File: src/hw/rtl/tfq_pkg.sv
// ----------------------------------------------------------------------------
// tfq_pkg
// Shared types and constants of the transmit frame queue with repeat scheduler.
// ----------------------------------------------------------------------------
package tfq_pkg;

    localparam int QUEUE_DEPTH   = 64;
    localparam int PAYLOAD_BYTES = 8;

    localparam int PTR_W  = $clog2(QUEUE_DEPTH);
    localparam int CNT_W  = $clog2(QUEUE_DEPTH + 1);
    localparam int PAY_W  = 8 * PAYLOAD_BYTES;
    localparam int ID_W   = 29;
    localparam int DATA_W = 64;
    localparam int TIME_W = 32;
    localparam int LVL_W  = 7;
    localparam int ENT_W  = ID_W + PAY_W;

    localparam int CFG_IDX_W  = 1;
    localparam int CFG_DATA_W = 16;

    localparam logic [CFG_IDX_W-1:0] REG_REPEAT_TOTAL = 1'b0;
    localparam logic [CFG_IDX_W-1:0] REG_REPEAT_GAP   = 1'b1;

    localparam logic REQ_ENQUEUE = 1'b0;
    localparam logic REQ_TICK    = 1'b1;

    typedef struct packed {
        logic              req_type;
        logic [ID_W-1:0]   frame_id;
        logic [DATA_W-1:0] frame_data;
        logic [TIME_W-1:0] now_ms;
        logic              tx_ready;
    } t_tfq_req;

    typedef struct packed {
        logic              frame_sent;
        logic [ID_W-1:0]   out_id;
        logic [DATA_W-1:0] out_data;
        logic              enqueue_dropped;
        logic [LVL_W-1:0]  queue_level;
        logic              active_busy;
    } t_tfq_res;

    typedef enum logic [1:0] {
        ST_IDLE,
        ST_EXEC,
        ST_FETCH
    } t_tfq_state;

    typedef struct packed {
        logic capture;
        logic enq;
        logic fetch;
        logic tick;
        logic load;
    } t_tfq_cmd;

    typedef struct packed {
        logic req_tick;
        logic need_load;
    } t_tfq_sts;

endpackage

File: src/hw/rtl/tfq_ctrl.sv
// ----------------------------------------------------------------------------
// tfq_ctrl
// Sequencer: accepts a request, then drives enqueue, head fetch and tick steps.
// ----------------------------------------------------------------------------
module tfq_ctrl import tfq_pkg::*; (
    input  logic     i_clk,
    input  logic     i_rst_n,
    input  logic     start,
    output logic     busy,
    input  t_tfq_sts i_sts,
    output t_tfq_cmd o_cmd
);

    t_tfq_state r_state;
    t_tfq_state n_state;

    always_ff @(posedge i_clk) begin
        if (!i_rst_n) begin
            r_state <= ST_IDLE;
        end else begin
            r_state <= n_state;
        end
    end

    always_comb begin
        n_state = r_state;
        o_cmd   = '0;
        case (r_state)
            ST_IDLE: begin
                if (start) begin
                    o_cmd.capture = 1'b1;
                    n_state       = ST_EXEC;
                end
            end
            ST_EXEC: begin
                if (!i_sts.req_tick) begin
                    o_cmd.enq = 1'b1;
                    n_state   = ST_IDLE;
                end else if (i_sts.need_load) begin
                    o_cmd.fetch = 1'b1;
                    n_state     = ST_FETCH;
                end else begin
                    o_cmd.tick = 1'b1;
                    n_state    = ST_IDLE;
                end
            end
            ST_FETCH: begin
                o_cmd.tick = 1'b1;
                o_cmd.load = 1'b1;
                n_state    = ST_IDLE;
            end
            default: begin
                n_state = ST_IDLE;
            end
        endcase
    end

    assign busy = (r_state != ST_IDLE);

`ifndef ASSERT_OFF
    a_fetch_then_load: assert property (@(posedge i_clk) disable iff (!i_rst_n)
        o_cmd.fetch |=> (o_cmd.tick && o_cmd.load))
        else $error("head fetch not followed by load");
    a_load_after_fetch: assert property (@(posedge i_clk) disable iff (!i_rst_n)
        o_cmd.load |-> $past(o_cmd.fetch))
        else $error("load without fetch");
    a_capture_idle: assert property (@(posedge i_clk) disable iff (!i_rst_n)
        o_cmd.capture |=> (o_cmd.enq || o_cmd.fetch || o_cmd.tick))
        else $error("captured request not executed");
`endif

endmodule

File: config.mk
export PLATFORM = sky130hd
export DESIGN_NAME = tfq_ctrl
export DESIGN_NICKNAME = d
export VERILOG_FILES = /design/src/hw/rtl/tfq_pkg.sv /design/src/hw/rtl/tfq_ctrl.sv
export SDC_FILE = /design/constraint.sdc
export NUM_CORES = 1
export LEC_CHECK = 0
export ABC_AREA = 1
export CAP_MARGIN = 20
export CORE_AREA = 2 2 39 41
export CTS_CLUSTER_SIZE = 12
export DETAILED_ROUTE_END_ITERATION = 16
export DIE_AREA = 0 0 41 43
export DONT_BUFFER_PORTS = 1
export PLACE_DENSITY_LB_ADDON = 0.12
export SYNTH_ARGS = -nofsm -noshare
export SYNTH_HDL_FRONTEND = slang
export SYNTH_SLANG_ARGS = --single-unit
File: constraint.sdc
create_clock -name i_clk -period 1.09 [get_ports i_clk]
set_clock_uncertainty 0.05 [all_clocks]
set_input_delay 0.218 -clock i_clk [delete_from_list [all_inputs] [get_ports i_clk]]
set_output_delay 0.218 -clock i_clk [all_outputs]
set_load 0.02 [all_outputs]
Yosys cells after proc, flatten, opt, wreduce, memory -nomap -nowiden:

Index checks and enable logic that the tools add are counted.

* flip-flop bits (word level): 2
* output and inout bits: 6
* input bits: 5
* word-level logic and storage cells: 19

* muxes and demuxes: 13
* reductions and logical operators: 2
* equal/unequal tests: 3

Operators with widths (number)
* $mux W2: 5
* $mux W1: 6
* $pmux W2 S2: 1
* $eq A2 B1 Y1 const B: 1
* $eq A2 B2 Y1 const B: 1
* $logic_not A2 Y1: 1
* $ne A2 B2 Y1 const B: 1
* $pmux W1 S2: 1
* $reduce_bool A2 Y1: 1

Depth between registers and ports, before layout:

Gate-level depths: netlist (run 1).

* word-level depth: 3
* gate-level depth with buffers: 6
* mapped depth without buffers: 6

Least setup slack after synthesis (run 1):

OpenSTA, ideal clock, no wires.

* path type: register to output
* start point: register r_state[0]
* end point: output port o_cmd[1] (netlist bit)
* data required time: 822 ps
* arrival time: 1248 ps
* path slack: -426 ps
* buffers on the path: 0
* stages on the path, launching flop included: 5
* path through: dfxtp_1 > inv_1 > ha_1 > inv_1 > a21boi_0

RTL lines
* start, declared: line tfq_ctrl.sv:14 `t_tfq_state r_state;`
* start signal, assigned: line tfq_ctrl.sv:21 `r_state <= n_state;`
* end, declared: line tfq_ctrl.sv:11 `output t_tfq_cmd o_cmd`

==> results of run 1 <==
-- repair_timing --
action                                  in CTS  in global routing
hold buffers                                 0                  0
endpoints found under the setup margin       7                  8
pin swaps                                    7                  4
setup buffers                                5                  1
gates resized for setup                     27                  7
-- final timing paths --
path                     end  depth (start not counted)  slack, ns       start
hold reg to reg   r_state[0]                          5       0.67  r_state[0]
setup / recovery    o_cmd[1]                          3      -0.29  r_state[0]
hold / removal    r_state[0]                          2       0.06     i_rst_n
setup reg to reg  r_state[1]                          8          0  r_state[1]
-- cells by family (layout without fill, tap and decap cells) --
group	count (synthesis)	count (layout)	share of synthesized area [%]
AOI/OAI and AO/OA	2	2	6.49
adders and majority gates	4	4	26.0
buffers and inverters	10	21	19.5
DFF	2	2	20.8
and+or+nand+nor	12	12	27.3
-- where the power goes --
| part | internal (mW) | switching [mW] |
|---|---|---|
| logic | 0.159 | 0.164 |
| registers | 0.0869 | 0.0127 |
| clock network | 0.121 | 0.0416 |
-- through the flow --
stage	power (mW)	worst slack (ns)
after CTS	0.576	-0.304
after floorplan	0.234	-0.0612
after detailed placement	0.278	-0.0996
final	0.585	-0.289
after global routing	0.633	-0.327
after global placement	0.277	-0.0788
-- routing by layer --
layer	GRT usage [%]	up-vias	share of wire, %	routed length (um)
met5	0	-	0	0
met4	4.00	0	1.6	8
met3	7.85	2	10	51
met2	12.2	7	61	308
met1	5.45	100	28	141
li1	-	110	-	-
-- Yosys cell counts, drive strengths merged --
library cell	instances	area, um2
inv	10	37.5
nand2	5	18.8
ha	4	50.1
nand3	4	20.0
nor2	3	13.8
dfxtp	2	40.0
a21boi	1	7.51
a21oi	1	5.00
-- cells in the final DEF, fill, tap and decap left out, types with 2 or more instances in the layout --
cell type,count
nand2_1,2
inv_2,3
buf_4,3
clkbuf_4,3
nand2_4,2
inv_1,2
buf_6,5
ha_4,4
nand3_2,2
inv_4,5
-- cell type report --
cell class                      instances  share of cell area (%)
Multi-Input combinational cell         18                    51.3
Timing Repair Buffer                    8                    17.7
Inverter                               10                    11.3
Sequential cell                         2                    10.1
Clock buffer                            3                    5.07
Tap cell                               16                    4.51
==> flow_summary.toml, run 1 <==
[final_layout]
regArea_um2 = 45.0
final_nets = 52
drive_gt1_share_pct = 85.4
fin_cells = 57
multiInputGateArea_um2 = 228
antenna_cells = 0
area_growth_pct = 131
fill_cells = 146
regMostFlops = "r_state"
final_util_pct = 32.1
top_regs = "r_state (2)"
largest_reg_flops = 2
postLayoutCellArea_um2 = 444

[sta]
fin_tns_setup_ns = -0.986
worst_hold_slack_ns = 0.0572
rsz0062_at_grt = "yes"
worst_pin_slew_ns = 0.197
timing.final.crit_share_pct = 126
maxSlewHeadroom_pct = 86.8
clock.fmax_ghz = 0.725
setup_ws_ns = -0.289
min_period_ns = 1.38
drv_slew = 0
setup_viol = 7
hold_viol_final = 0

[routing]
via_per_inst = 3.84
first_iter_violations = 3
drc = 0
vias = 219
drtPass1Iterations = 4
wire_per_inst_um = 8.93
route.final.wire_length_um = 509
ant_nets = 0

[cts]
cts_buffer_depth = 2
cts.sinks = 2
clkTransAtPathRegs_ns = 0.03
cts_inserted_buffers = 3
cts_tree = "built"
insertion_delay_ns = 0.22
h-tree-depth = 1
cts-root-buf = "clkbuf_4"

[logic_synthesis]
syn_area_per_cell_um2 = 6.42
synth_nets = 39
ys_seq_elements = 2
synth_cell_types = 9
yosys_warnings = 0
ys_seq_area_share_pct = 20.8
syn-cell-area_um2 = 193
netlist_instances = 30

[placed_design]
place_congestion = 0.586
port_buffers = 0
placed_area_um2 = 285
dp_hpwl_um = 361
placedCellCount = 51

[floorplanning]
ioPinCount = 11
die_area_um2 = 1760
die_h_um = 43
die_w_um = 41
core_area_um2 = 1380
start_util_pct = 13.9
num_rows = 14

[run_status]
outcome = "complete, but fails checks"
violations = "setup timing"

[global_routing]
overflow = 0
grt_first_pass_wirelength_um = 807
grt_pass1_vias = 207
grt_usage_pct = 7.72
grt_max_degree = 5
antenna_found_initial = 0

[critical_path]
path_cells = "inv_4, ha_4, a21boi_4"
worst_setup_path_end_kind = "primary output"
path_class = "reg2out"
cp.arrival_ns = 1.11
critPathTopFamily = "flip-flops"
cpPeakStageDelay_ns = 0.36
worst-path-max-fanout = 3
crit_buf_inv = 1
startpoint_type = "flop"
crit_path_top_delay_cell = "dfxtp_4"
crit_required_ns = 0.82

[run]
drv_cap = 0

[power]
p_leak_nw = 0.191
peakVddDrop_v = 0.000539
power.density_nw_per_um2 = 1320

[min_path]
min_path_type = "in2reg"
(Power assumes the default switching activity.)
==> run 2: changes to the inputs <==
- MAX_ROUTING_LAYER: default -> met4
- clock period: 1.09 -> 1.2 ns (I/O delays scaled with it)
==> flow_summary.toml, run 2 (synthesized netlist as in run 1, its figures left out) <==
[critical_path]
crit_required_ns = 0.91
worstReg2RegStart = "r_state[1]"
startpoint_type = "flop"
startpoint = "r_state[0]"
worst_setup_path_end_kind = "primary output"
worstRegToRegCells = 6
cp.arrival_ns = 1.11
r2r_slack_ns = 0.04
crit_path_top_delay_cell = "dfxtp_4"
cpPeakStageDelay_ns = 0.36
r2r_end = "r_state[0]"
worst-path-max-fanout = 3
endpoint = "o_cmd[1]"
path_class = "reg2out"
path_cells = "inv_4, ha_4, a21boi_4"

[floorplanning]
start_util_pct = 13.9
core_area_um2 = 1380
die_w_um = 41
die_area_um2 = 1760
die_h_um = 43
num_rows = 14
ioPinCount = 11

[routing]
via_per_inst = 3.69
drc = 0
m1WireLength_um = 162
met2_length_um = 312
vias = 218
highest_layer = "met3"
wire_per_inst_um = 8.66
drtPass1Iterations = 2
ant_nets = 0
first_iter_violations = 1
wl_met3_um = 36
route.final.wire_length_um = 511

[power]
peakVddDrop_v = 0.000312
p_leak_nw = 0.200
total_power_mw = 0.520
power.density_nw_per_um2 = 1200

[sta]
hold_viol_final = 0
worst_hold_slack_ns = 0.0885
clock.fmax_ghz = 0.716
fin_tns_setup_ns = -0.472
rsz0062_at_grt = "yes"
min_period_ns = 1.40
timing.final.crit_share_pct = 116
setup_ws_ns = -0.197
drv_slew = 0
worst_pin_slew_ns = 0.190
maxSlewHeadroom_pct = 87.3
setup_viol = 5

[final_layout]
multiInputGateArea_um2 = 203
layout_common_cells = "5 x inv_4, 5 x inv_1, 5 x buf_4, 5 x buf_6, 4 x nand2_1"
top_regs = "r_state (2)"
antenna_cells = 0
fill_cells = 157
final_nets = 54
drive_gt1_share_pct = 72.1
area_growth_pct = 125
regMostFlops = "r_state"
largest_reg_flops = 2
regArea_um2 = 45.0
fin_cells = 59
postLayoutCellArea_um2 = 434

[cts]
cts_tree = "built"
cts-hold-fix-buffers = 0
cts.sinks = 2
cts_inserted_buffers = 3
cts-root-buf = "clkbuf_4"
insertion_delay_ns = 0.22
h-tree-depth = 1
cts_buffer_depth = 2
clkTransAtPathRegs_ns = 0.03

[global_routing]
grt_max_degree = 5
grt_first_pass_wirelength_um = 931
antenna_found_initial = 0
overflow = 0
grt_usage_pct = 8.51
grt_pass1_vias = 254

[min_path]
min_path_type = "in2reg"

[placed_design]
place_congestion = 0.585
placedCellCount = 52
dp_hpwl_um = 385
placed_area_um2 = 289
port_buffers = 0

[run_status]
violations = "setup timing"
outcome = "complete, but fails checks"

[run]
drv_cap = 0
## run 2: worst min-delay path by stage
stage / from / endpoint / slack [ns] / cells past startpoint
2_1_floorplan: i_rst_n / r_state[0] / 0.31 / 2
3_3_place_gp: i_rst_n / r_state[0] / 0.33 / 2
3_5_place_dp: i_rst_n / r_state[0] / 0.33 / 2
4_1_cts: i_rst_n / r_state[0] / 0.09 / 2
5_1_grt: i_rst_n / r_state[0] / 0.08 / 2
6_report: i_rst_n / r_state[0] / 0.09 / 2
## run 2: what timing repair did
action                                  in CTS  in global routing
setup buffers                                4                  0
gates resized for setup                     20                  6
hold endpoints to repair                     0                  0
pin swaps                                    6                  6
endpoints found under the setup margin       7                  8
## run 2: area by class of cell
cell class,instances,share of cell area (%)
clock buffers,3,5.19
inverters,10,11.5
multi-input cells,18,46.7
flip-flops and latches,2,10.4
well taps,16,4.61
repair buffers,10,21.6
## run 2: per-layer routing
| layer | vias up | GRT usage (%) |
|---|---|---|
| li1 | 115 | - |
| met3 | 0 | 3.14 |
| met5 | - | - |
| met1 | 98 | 6.69 |
| met4 | 0 | 8.00 |
| met2 | 5 | 13.8 |
## run 2: power by group
part	total (mW)	internal, mW	leakage (nW)	switching, mW
clock	0.145	0.110	0.0138	0.0353
combinational	0.283	0.145	0.169	0.138
sequential	0.0913	0.0790	0.0175	0.0123
total	0.520	0.334	0.200	0.186
## run 2: per-stage QoR
step	utilization (%)	setup WS [ns]
after floorplan	-	0.000107
after global placement	20.9	-0.0109
after detailed placement	20.9	-0.0237
after CTS	29.5	-0.207
after global routing	31.4	-0.241
final	31.4	-0.197
## run 2: worst max-delay path, delay by kind of cell (launching register included)
kind | cells | cell delay, ns
AO/OA/AOI/OAI | 1 | 0.23
flip-flops | 1 | 0.36
buffers and inverters | 1 | 0.05
adder cells (fa/ha/maj) | 1 | 0.25
==> run 3: changes to the inputs <==
- ABC_AREA: 1 -> default
- clock period: 1.2 -> 1.15 ns (I/O delays scaled with it)
==> flow_summary.toml, run 3 <==
[logic_synthesis]
async_flop_share_pct = 0
synth_nets = 30
synth-main-ff-cell = "dfxtp_1"
syn-cell-area_um2 = 181
synth-edff-count = 0
ys_seq_area_share_pct = 22.1
yosys-top-cells-area = "ha_1 28%, dfxtp_1 22%, nand2b_4 7.6%"
netlist_instances = 21
synth_common_cells = "4 x ha_1, 3 x inv_1, 2 x dfxtp_1, 2 x nand2_1"
yosys_warnings = 0
ys_seq_elements = 2
syn_area_per_cell_um2 = 8.64
synth_largest_area_cell = "ha_1"
yosysMostFrequentCell = "ha_1"
synth_top_area_share_pct = 27.6
synth_cell_types = 14

[sta]
setup_ws_ns = -0.237
rsz0062_at_grt = "yes"
clock.fmax_ghz = 0.721
min_period_ns = 1.39
worst_pin_slew_ns = 0.114
hold_viol_final = 0
worst_hold_slack_ns = 0.0739
setup_viol = 6
drv_slew = 0
maxSlewHeadroom_pct = 92.2
timing.final.crit_share_pct = 121

[critical_path]
worst_setup_path_end_kind = "primary output"
cp.arrival_ns = 1.11
startpoint_type = "flop"
path_class = "reg2out"
crit_required_ns = 0.87
worst-path-max-fanout = 3

[routing]
ant_nets = 0
highest_layer = "met4"
wl_met3_um = 19
route.final.wire_length_um = 434
vias = 160
m1WireLength_um = 156
drc = 0
first_iter_violations = 2
drtPass1Iterations = 2
wire_per_inst_um = 9.64
met2_length_um = 245
via_per_inst = 3.56

[final_layout]
layout_common_cells = "3 x clkbuf_4, 3 x buf_4, 2 x inv_2, 2 x ha_4, 2 x buf_6"
area_growth_pct = 81.4
postLayoutCellArea_um2 = 329
fill_cells = 156
final_nets = 40
top_regs = "r_state (2)"
regMostFlops = "r_state"
antenna_cells = 0
drive_gt1_share_pct = 82.8
largest_reg_flops = 2

[global_routing]
overflow = 0
grt_max_degree = 4
grt_pass1_vias = 186
grt_usage_pct = 7.48
antenna_found_initial = 0
grt_first_pass_wirelength_um = 765

[power]
power.density_nw_per_um2 = 1110
peakVddDrop_v = 0.000260
p_leak_nw = 0.139

[floorplanning]
die_h_um = 43
start_util_pct = 13.1
die_w_um = 41
ioPinCount = 11
num_rows = 14
die_area_um2 = 1760
core_area_um2 = 1380

[placed_design]
port_buffers = 0
place_congestion = 0.686
placed_area_um2 = 240
dp_slack_ns = -0.0481

[cts]
h-tree-depth = 1
cts_buffer_depth = 2
insertion_delay_ns = 0.23
cts_tree = "built"
cts-hold-fix-buffers = 0
cts.sinks = 2
clkTransAtPathRegs_ns = 0.03
cts_inserted_buffers = 3
cts-root-buf = "clkbuf_4"

[run_status]
violations = "setup timing"
outcome = "complete, but fails checks"

[min_path]
min_path_type = "in2reg"

[run]
drv_cap = 0
-- run 3: cell count changes after synthesis, sizes merged, moves of 2 or more --
cell | before | now
nand2 | 5 | 2
inv | 10 | 3
nand3 | 4 | 1
nor2 | 3 | 1
-- run 3: path summary, 6_finish.rpt --
path               from    endpoint  slack, ns  depth (start not counted)
max          r_state[0]    o_cmd[1]      -0.24                          3
min reg2reg  r_state[0]  r_state[0]       0.52                          2
max reg2reg  r_state[0]  r_state[0]       0.04                          5
min             i_rst_n  r_state[1]       0.07                          2
-- run 3: worst max-delay path, cell delays in order, from the launching register on --
cell     delay, ns
dfxtp_4       0.36
inv_2         0.06
ha_2          0.31
o21a_4        0.15
-- run 3: routing by layer --
layer / vias to the layer above / global-route usage [%]
met4: 0 / 12.0
met2: 6 / 9.38
met3: 2 / 1.57
li1: 85 / -
met1: 67 / 6.98
met5: - / -
-- run 3: logic make-up (layout without fill, tap and decap cells) --
group	after synthesis	in the layout	share of synthesized area, %
AND/OR/NAND/NOR	9	9	31.7
flip-flops	2	2	22.1
buffers and inverters	3	11	6.21
AO/OA/AOI/OAI	2	2	6.90
multiplexers	1	1	5.52
adder cells (fa/ha/maj)	4	4	27.6
-- run 3: repair_timing --
item / 4_1_cts / 5_1_grt
setup buffers: 0 / 1
gates resized for setup: 12 / 5
hold endpoints to repair: 0 / 0
pin swaps: 3 / 5
setup endpoints to repair: 7 / 7
-- run 3: final cells by class --
type,instances,area [um2],share of cell area [%]
Clock buffer,3,22.5,6.84
Inverter,3,13.8,4.18
Multi-Input combinational cell,16,183,55.5
Sequential cell,2,45.0,13.7
Tap cell,16,20.0,6.08
Timing Repair Buffer,5,45.0,13.7
-- run 3: metrics by stage --
stage | power, mW | setup TNS (ns) | util [%] | cells
2_1_floorplan | 0.156 | -0.00226 | - | 21
3_3_place_gp | 0.178 | -0.128 | 17.4 | 41
3_5_place_dp | 0.178 | -0.177 | 17.4 | 41
4_1_cts | 0.368 | -1.04 | 22.3 | 44
5_1_grt | 0.389 | -1.22 | 23.8 | 45
6_report | 0.366 | -0.971 | 23.8 | 45
-- run 3: where the power goes --
part	internal (mW)	leakage (nW)	total (mW)	switching, mW
Clock	0.116	0.0138	0.162	0.0465
Sequential	0.0773	0.0175	0.0846	0.00733
Combinational	0.0563	0.108	0.119	0.0631
